==> config.mk <==
export PLATFORM = sky130hd
export DESIGN_NAME = kms_ctrl
export DESIGN_NICKNAME = d
export VERILOG_FILES = /design/src/rtl/kms_pkg.sv /design/src/rtl/kms_ctrl.sv
export SDC_FILE = /design/constraint.sdc
export NUM_CORES = 1
export LEC_CHECK = 0
export ABC_AREA = 1
export BUFFER_PORTS_ARGS = -buffer_cell sky130_fd_sc_hd__buf_2
export CAP_MARGIN = 15
export CORE_ASPECT_RATIO = 1.1
export CORE_MARGIN = 4
export CORE_UTILIZATION = 35
export CTS_CLUSTER_SIZE = 20
export DETAILED_ROUTE_END_ITERATION = 8
export GPL_TIMING_DRIVEN = 0
export PLACE_DENSITY_LB_ADDON = 0.12
export SLEW_MARGIN = 20
export SYNTH_ARGS = -nofsm -noshare
export SYNTH_HDL_FRONTEND = slang
export SYNTH_SLANG_ARGS = --single-unit
==> constraint.sdc <==
create_clock -name clk -period 3.5 [get_ports clk]
set_clock_uncertainty 0.1 [all_clocks]
set_input_delay 0.7 -clock clk [delete_from_list [all_inputs] [get_ports clk]]
set_output_delay 0.7 -clock clk [all_outputs]
set_load 0.01 [all_outputs]
==> src/rtl/kms_pkg.sv <==
// ----------------------------------------------------------------------------
// kms_pkg
// Shared types and constants for the keyframe matrix sampler.
// ----------------------------------------------------------------------------
package kms_pkg;

    localparam int MAX_KEYS     = 16;
    localparam int MATRIX_ELEMS = 16;
    localparam int KEY_W        = $clog2(MAX_KEYS);
    localparam int ELEM_W       = $clog2(MATRIX_ELEMS);
    localparam int MAT_AW       = KEY_W + ELEM_W;

    // command codes
    localparam logic [1:0] CMD_EVAL  = 2'd0;
    localparam logic [1:0] CMD_START = 2'd1;
    localparam logic [1:0] CMD_STOP  = 2'd2;
    localparam logic [1:0] CMD_LOAD  = 2'd3;

    // animation modes
    localparam logic [1:0] MODE_NONE = 2'd0;
    localparam logic [1:0] MODE_ONCE = 2'd1;
    localparam logic [1:0] MODE_LOOP = 2'd2;

    // load targets beyond the matrix elements
    localparam logic [4:0] ELEM_TIME = 5'd16;
    localparam logic [4:0] ELEM_KIND = 5'd17;

    // register indexes
    localparam logic [1:0] REG_MODE      = 2'd0;
    localparam logic [1:0] REG_SPEED     = 2'd1;
    localparam logic [1:0] REG_TICK_RATE = 2'd2;
    localparam logic [1:0] REG_KEY_COUNT = 2'd3;

    localparam logic [31:0] TIME_MAX = 32'h7FFF_FFFF;

    // divider sizes
    localparam int DIVQ_W     = 56;
    localparam int TDIV_STEPS = 56;
    localparam int FDIV_STEPS = 16;

    typedef struct packed {
        logic [1:0]         command;
        logic [15:0]        delta_ticks;
        logic [3:0]         key_index;
        logic [4:0]         element_index;
        logic signed [31:0] load_value;
    } item_t;

    typedef struct packed {
        logic [3:0]         element_index_out;
        logic signed [31:0] element_value;
        logic               interpolated;
        logic               last;
    } result_t;

    typedef struct packed {
        logic [1:0]  anim_mode;
        logic [15:0] speed;
        logic [19:0] tick_rate;
        logic [4:0]  key_count;
    } cfg_t;

    typedef struct packed {
        logic              timer_start;
        logic              timer_stop;
        logic              load_wr;
        logic              eval_init;
        logic              mul_ld;
        logic              tdiv_ld;
        logic              div_step;
        logic              t_ld;
        logic              key_rd;
        logic              scan_shift;
        logic              fdiv_ld;
        logic              lerp_rd;
        logic              lerp_mul;
        logic              emit_elem;
        logic              emit_inv;
        logic              end_act;
        logic [KEY_W-1:0]  key_sel;
        logic [ELEM_W-1:0] elem_sel;
    } dp_cmd_t;

    typedef struct packed {
        logic running;
        logic seg_hit;
    } dp_stat_t;

endpackage

==> src/rtl/kms_ctrl.sv <==
// ----------------------------------------------------------------------------
// kms_ctrl
// Sequencer: timer divide, segment scan, factor divide and element lerps.
// ----------------------------------------------------------------------------
module kms_ctrl (
    input  logic             clk,
    input  logic             rst_n,
    input  logic             start,
    input  kms_pkg::item_t   item,
    input  kms_pkg::cfg_t    cfg,
    input  kms_pkg::dp_stat_t stat,
    output kms_pkg::dp_cmd_t cmd,
    output logic             busy
);
    import kms_pkg::*;

    localparam logic [3:0] S_IDLE   = 4'd0;
    localparam logic [3:0] S_MUL    = 4'd1;
    localparam logic [3:0] S_TLD    = 4'd2;
    localparam logic [3:0] S_TDIV   = 4'd3;
    localparam logic [3:0] S_TSET   = 4'd4;
    localparam logic [3:0] S_SCAN_A = 4'd5;
    localparam logic [3:0] S_SCAN_D = 4'd6;
    localparam logic [3:0] S_END    = 4'd7;
    localparam logic [3:0] S_FDIV   = 4'd8;
    localparam logic [3:0] S_LERP_A = 4'd9;
    localparam logic [3:0] S_LERP_M = 4'd10;
    localparam logic [3:0] S_LERP_O = 4'd11;

    localparam int CNT_W = $clog2(TDIV_STEPS);

    logic [3:0]        state_reg, state_next;
    logic [CNT_W-1:0]  cnt_reg, cnt_next;
    logic [KEY_W-1:0]  key_reg, key_next;
    logic [ELEM_W-1:0] elem_reg, elem_next;
    logic [KEY_W-1:0]  last_key;

    // last key in use: count clamped to 1..MAX_KEYS
    always_comb
    begin
        if (32'(cfg.key_count) > MAX_KEYS)
            last_key = KEY_W'(MAX_KEYS - 1);
        else if (cfg.key_count == 5'd0)
            last_key = '0;
        else
            last_key = KEY_W'(cfg.key_count - 5'd1);
    end

    always_ff @(posedge clk or negedge rst_n)
    begin
        if (!rst_n)
        begin
            state_reg <= S_IDLE;
            cnt_reg   <= '0;
            key_reg   <= '0;
            elem_reg  <= '0;
        end
        else
        begin
            state_reg <= state_next;
            cnt_reg   <= cnt_next;
            key_reg   <= key_next;
            elem_reg  <= elem_next;
        end
    end

    always_comb
    begin
        state_next = state_reg;
        cnt_next   = cnt_reg;
        key_next   = key_reg;
        elem_next  = elem_reg;
        cmd        = '0;
        cmd.key_sel  = key_reg;
        cmd.elem_sel = elem_reg;
        case (state_reg)
            S_IDLE:
            begin
                if (start)
                begin
                    case (item.command)
                        CMD_START: cmd.timer_start = 1'b1;
                        CMD_STOP:  cmd.timer_stop  = 1'b1;
                        CMD_LOAD:  cmd.load_wr     = 1'b1;
                        default:
                        begin
                            if (cfg.anim_mode == MODE_ONCE && !stat.running)
                                cmd.emit_inv = 1'b1;
                            else
                            begin
                                cmd.eval_init = 1'b1;
                                state_next    = S_MUL;
                            end
                        end
                    endcase
                end
            end
            S_MUL:
            begin
                cmd.mul_ld = 1'b1;
                state_next = S_TLD;
            end
            S_TLD:
            begin
                cmd.tdiv_ld = 1'b1;
                cnt_next    = '0;
                state_next  = S_TDIV;
            end
            S_TDIV:
            begin
                cmd.div_step = 1'b1;
                cnt_next     = cnt_reg + 1'b1;
                if (cnt_reg == CNT_W'(TDIV_STEPS - 1))
                    state_next = S_TSET;
            end
            S_TSET:
            begin
                cmd.t_ld   = 1'b1;
                key_next   = '0;
                state_next = S_SCAN_A;
            end
            S_SCAN_A:
            begin
                cmd.key_rd = 1'b1;
                state_next = S_SCAN_D;
            end
            S_SCAN_D:
            begin
                if (key_reg != '0 && stat.seg_hit)
                begin
                    cmd.fdiv_ld = 1'b1;
                    cnt_next    = '0;
                    state_next  = S_FDIV;
                end
                else if (key_reg == last_key)
                    state_next = S_END;
                else
                begin
                    cmd.scan_shift = 1'b1;
                    key_next       = key_reg + 1'b1;
                    state_next     = S_SCAN_A;
                end
            end
            S_END:
            begin
                cmd.end_act  = 1'b1;
                cmd.emit_inv = 1'b1;
                state_next   = S_IDLE;
            end
            S_FDIV:
            begin
                cmd.div_step = 1'b1;
                cnt_next     = cnt_reg + 1'b1;
                if (cnt_reg == CNT_W'(FDIV_STEPS - 1))
                begin
                    elem_next  = '0;
                    state_next = S_LERP_A;
                end
            end
            S_LERP_A:
            begin
                cmd.lerp_rd = 1'b1;
                state_next  = S_LERP_M;
            end
            S_LERP_M:
            begin
                cmd.lerp_mul = 1'b1;
                state_next   = S_LERP_O;
            end
            S_LERP_O:
            begin
                cmd.emit_elem = 1'b1;
                elem_next     = elem_reg + 1'b1;
                if (elem_reg == ELEM_W'(MATRIX_ELEMS - 1))
                    state_next = S_IDLE;
                else
                    state_next = S_LERP_A;
            end
            default:
                state_next = S_IDLE;
        endcase
    end

    assign busy = (state_reg != S_IDLE);

    // a scan never runs past the last key in use
    a_scan_bound: assert property (@(posedge clk) disable iff (!rst_n)
        state_reg == S_SCAN_D |-> key_reg <= last_key)
        else $error("segment scan beyond last key");

    // element lerps end only after the final element
    a_lerp_end: assert property (@(posedge clk) disable iff (!rst_n)
        state_reg == S_LERP_O && elem_reg == ELEM_W'(MATRIX_ELEMS - 1) |=> state_reg == S_IDLE)
        else $error("lerp sequence did not finish");

    // one emission at most per cycle
    a_one_emit: assert property (@(posedge clk) disable iff (!rst_n)
        !(cmd.emit_elem && cmd.emit_inv))
        else $error("two emissions in one cycle");

endmodule

==> results of run 1 <==
routing by layer:
metal / vias up / GRT usage / routed length [µm]
met4: 0 / 0.0631 / 79
met5: - / 0 / 0
met3: 6 / 0.0385 / 117
met1: 572 / 0.170 / 1320
li1: 702 / - / -
met2: 23 / 0.238 / 1520
cells in the final DEF (no fill, tap or decap), drive strengths merged, types with 3 or more instances in the layout:
cell type	synthesis	final
buf	0	38
clkbuf	0	3
dfrtp	18	18
ha	5	5
inv	35	35
nand2	44	44
nand3	21	21
nor2	33	33
nor3	3	3
nor4	4	4
o21ai	7	7
o22ai	6	6
xor2	4	4
layout make-up:
type / instances / area share
Multi-Input combinational cell: 139 / 0.465
Sequential cell: 18 / 0.274
Timing Repair Buffer: 38 / 0.116
Inverter: 36 / 0.0829
Tap cell: 50 / 0.0380
Clock buffer: 3 / 0.0251
report_power, final:
part	leakage, nW	internal (W)	switching, W	total [W]
sequential	0.227	0.000215	0.00000782	0.000223
combinational	0.653	0.0000380	0.0000598	0.0000978
clock	0.0216	0.0000765	0.0000666	0.000143
path summary, 6_finish.rpt:
check / end / slack (ns) / depth (start not counted) / from
max: cmd[14] / 0.74 / 13 / cfg[0]
min: cnt_reg[5] / 0.27 / 1 / rst_n
max reg2reg: state_reg[0] / 1.71 / 5 / cnt_reg[0]
min reg2reg: cnt_reg[2] / 0.43 / 2 / cnt_reg[2]
max in group asynchronous: cnt_reg[2] / 2.75 / 1 / rst_n
min in group clk: cnt_reg[2] / 0.43 / 2 / cnt_reg[2]
logic make-up (layout without fill, tap and decap cells):
family                     count (synthesis)  count (layout)  synth area share
AOI/OAI and AO/OA                         19              19            0.0972
xor gates and xnor gates                   5               5            0.0324
adders and majority gates                  5               5            0.0463
buffers and inverters                     36              77             0.101
DFF                                       18              18             0.333
and+or+nand+nor                          110             110             0.390
per-stage QoR:
step	hold WS, ns	total power [W]	utilization	worst slack, ns	instances
floorplan	0.304	0.000294	-	1.05	193
global placement	0.412	0.000326	0.435	0.689	281
detailed placement	0.416	0.000327	0.435	0.711	281
CTS	0.279	0.000474	0.447	0.707	284
global route	0.295	0.000497	0.447	0.530	284
finish	0.266	0.000464	0.447	0.736	284
==> run metrics, run 1 <==
status=finished clean; # setup viols final=0; CP max stage delay=0.22 ns; syn nets=305; commonest cells in the netlist=nand2_1, inv_1, nor2_1; Yosys Warn Count=0; DP HPWL=approximately 2.5 mm; crit-path cells=buf_2 -> inv_1 -> ha_1 -> nand3_1 -> nand2_1 -> nand2_1 -> nand2_1 -> nand2_1 -> nor2_2 -> nand3_2 -> nand2_2 -> inv_1 -> buf_2; Largest register FFs=6; die span in y=about 73 µm; CTS max path bufs=2; Seq cells post-synth=18; final estimated routing congestion in global placement=between 0.7 and 0.8; drt first-iter violations=34; router iterations before antenna repair=4; # fillers=~420; global-route wire length before repair=around 5.4 mm; share of layout cells above drive strength 1=0.299; count leader, synth=nand2_1; io pins=132; initial antenna violation count=0; Post-DRT Antenna Nets=0; CTS clk-pin slew, worst paths=0.06 ns; placed cell areas=between 1500 and 2000 µm²; Die Width=67.2 µm; Slew Viols, Final=0; GRT overflow=0; H-tree lvl count=1; FMAX=362 MHz; Core Region=about 3700 µm²; Area growth, synth to finish=21.8%; Starting Density=0.367; cts bufs inserted=3; Max rail drop VDD=approximately 170 µV; IO Port Bufs=38; Slowest-stage cell, CP=ha_1; Post-Syn Area=1350 µm²; Die ar.=between 4000 and 5000 µm²; postcts setup bufs=0; unrepaired setup endpoints after global routing=no; CP startpoint kind=primary input; max_slew headroom=0.593; syn_area_per_cell=7.00 µm²; post-cts sizing count=0; post-route cell area=1650 µm²; Avg WL per Cell=roughly 11 µm; arrival time worst endpoint=1.96 ns; leakage power total=roughly 0.90 nW; vias in the first global route=between 1000 and 1500; gr usage total=0.143; Worst-Margin Slew=between 0.6 and 0.7 ns; clk sinks=18; synthesized instance count=between 150 and 200; endpoints failing hold=0; count of standard-cell rows=23; crit path max fanout=6; Worst Hold Class=primary input to asynchronous set/reset pin; ant diodes=0; WP buf/inv=4; register area share after synthesis=0.333; Via density=4.59; Final period util=0.790; power density over the cells=about 280 nW/µm²; Clock Root Buffer=clkbuf_8; Synth area leader=dfrtp_1; minimum clock period=around 2.8 ns; area occupied by multi-input gates=~760 µm²; Worst-Skew Late Latency=0.25 ns; largest net degree at the start of global routing=19; final WL=a little over 3 mm; crit path kind=primary input to output pin; area occupied by registers=between 400 and 500 µm²; MaxCap Viol Count=0; Synth cell types=29; vias=between 1000 and 1500; share of the synthesized area in the top cell type=0.333; Worst path top cell family by delay=simple AND/OR/NAND/NOR gates; Hold Buf Count CTS=0; CTS tree=done; EDFF count, synth=0; setup TNS=0 ns; top post-synthesis cells by area=dfrtp_1, nand2_1, nand3_1; CP most frequent cell=nand2_1; fraction of registers with async set/reset=1.00; Critical Path RT=~2.7 ns; crit end category=output pin; Synth Flop Type=dfrtp_1; residual DRC count=0; final net count=around 350
(Power assumes the default switching activity.)
==> run 2, diff against run 1 <==
Clock period 3.5 ns to 2.6 ns, I/O delays scaled along.
==> run 2 against run 1 <==
Core utilization increased by 0.068 points. Power up 35%. Count of clock-buffer cells in the layout stayed put. Critical path type unchanged. Design area rose by 0.15%. Sequential share of layout area is essentially flat. Global-route usage is the same. Hold slack got worse by 0.18 ns. Wire length increased by 0.20%. Critical path depth is the same.
==> run metrics, run 2 (synthesis gave the netlist of run 1 again) <==
Die Width=67.2 µm (unchanged); CTS clk-pin slew, worst paths=0.06 ns (about the same); final WL=3.05 mm (+0.20%); GRT overflow=0 (unchanged); post-route cell area=1650 µm² (+0.15%); crit path kind=primary input to output pin; Core Region=3680 µm² (unchanged); final estimated routing congestion in global placement=0.763 (unchanged); Starting Density=0.367 (unchanged); MaxCap Viol Count=0 (unchanged); most frequent cells in the layout=nand2_1, buf_2, inv_1, nor2_1, nand3_1; CTS tree=done; placed cell areas=1600 µm² (unchanged); Avg WL per Cell=10.7 µm (+0.20%); Worst-Skew Late Latency=0.25 ns (about the same); ant diodes=0 (unchanged); io pins=132 (unchanged); Area growth, synth to finish=21.9%; largest net degree at the start of global routing=19 (unchanged); Worst Hold Class=primary input to asynchronous set/reset pin; crit end category=output pin; IO Port Bufs=38 (unchanged); unrepaired setup endpoints after global routing=no; endpoints failing hold=0 (unchanged); worst r2r path cells=5 (unchanged); count of standard-cell rows=23 (unchanged); Critical Path RT=1.98 ns (-0.72 ns); Post-DRT Antenna Nets=0 (unchanged); leakage power total=0.900 nW (-0.18%); share of layout cells above drive strength 1=0.303 (+0.00427); Slew Viols, Final=0 (unchanged); cts bufs inserted=3 (unchanged); Via density=4.61 (+0.54%); Largest register FFs=6 (unchanged); vias in the first global route=1277 (unchanged); global-route wire length before repair=5.39 mm (unchanged); drt first-iter violations=36 (+5.9%); most common cell after layout, fill and taps aside=nand2_1; Die ar.=4920 µm² (unchanged); setup TNS=0 ns (unchanged); residual DRC count=0 (unchanged); power density over the cells=380 nW/µm² (+35%); arrival time worst endpoint=1.77 ns (-0.19 ns); router iterations before antenna repair=4 (unchanged); crit path max fanout=6 (unchanged); die span in y=73.2 µm (unchanged); # setup viols final=0 (unchanged); vias=1310 (+0.54%); final net count=348 (unchanged); clk sinks=18 (unchanged); Final period util=0.921; Max rail drop VDD=226 µV (+35%); CP startpoint kind=primary input; CTS max path bufs=2 (unchanged); Clock Root Buffer=clkbuf_8; status=finished clean; Worst-Margin Slew=0.602 ns (-0.0000000596 ns); max_slew headroom=0.593 (unchanged); gr usage total=0.143 (unchanged); DP HPWL=2.52 mm (unchanged); FMAX=between 400 and 500 MHz; initial antenna violation count=0 (unchanged); H-tree lvl count=1 (unchanged); minimum clock period=~2.4 ns
## run 2: cell types whose count changed in the layout (fill, tap and decap cells not counted)
cell,previous run,this run
ha_1,5,4
ha_2,0,1
## run 2: path summary, 6_finish.rpt
| path | end | start | slack (ns) |
|---|---|---|---|
| max in group asynchronous | elem_reg[1] | rst_n | 2.03 |
| max | cmd[14] | cfg[0] | 0.21 |
| max reg2reg | state_reg[0] | cnt_reg[0] | 0.81 |
| min reg2reg | cnt_reg[2] | cnt_reg[2] | 0.43 |
| min in group clk | cnt_reg[2] | cnt_reg[2] | 0.43 |
| min | cnt_reg[5] | rst_n | 0.08 |
## run 2: routing by layer
| metal | wire, µm | GRT usage | up-vias |
|---|---|---|---|
| met5 | 0 | 0 | - |
| li1 | - | - | 703 |
| met4 | 79 | 0.0631 | 0 |
| met1 | 1330 | 0.170 | 574 |
| met3 | 121 | 0.0385 | 6 |
| met2 | 1510 | 0.238 | 27 |
## run 2: cell type report
type	instances	area (µm²)
Sequential cell	18	450
Timing Repair Buffer	38	190
Fill cell	417	2040
Tap cell	50	62.6
Clock buffer	3	41.3
Multi-Input combinational cell	139	767
Inverter	36	136
## run 2: worst max-delay path, cell delays in order
cell     delay [ns]
buf_2          0.09
inv_1          0.10
ha_2           0.22
nand3_1        0.12
nand2_1        0.10
nand2_1        0.05
nand2_1        0.05
nand2_1        0.06
nor2_2         0.09
nand3_2        0.08
nand2_2        0.12
inv_1          0.05
buf_2          0.13
## run 2: repair_timing
item,in CTS,in global routing
setup buffers,0,0
endpoints found under the setup margin,0,1
endpoints found under the hold margin,0,0
gates resized for setup,0,1
hold buffers,0,0
## run 2: report_power, final
part | total [W] | switching (W) | internal, W
logic | 0.000132 | 0.0000806 | 0.0000514
clock network | 0.000194 | 0.0000910 | 0.000103
registers | 0.000300 | 0.0000105 | 0.000290
total | 0.000626 | 0.000182 | 0.000444
## run 2: metrics by stage
| stage | instances | utilization | hold WS (ns) | power, W | worst slack (ns) |
|---|---|---|---|---|---|
| 2_1_floorplan | 193 | - | 0.124 | 0.000396 | 0.506 |
| 5_1_grt | 284 | 0.447 | 0.115 | 0.000669 | 0.0203 |
| 6_report | 284 | 0.447 | 0.0849 | 0.000626 | 0.206 |
| 4_1_cts | 284 | 0.447 | 0.0987 | 0.000638 | 0.167 |
| 3_3_place_gp | 281 | 0.435 | 0.382 | 0.000439 | 0.149 |
| 3_5_place_dp | 281 | 0.435 | 0.380 | 0.000440 | 0.171 |
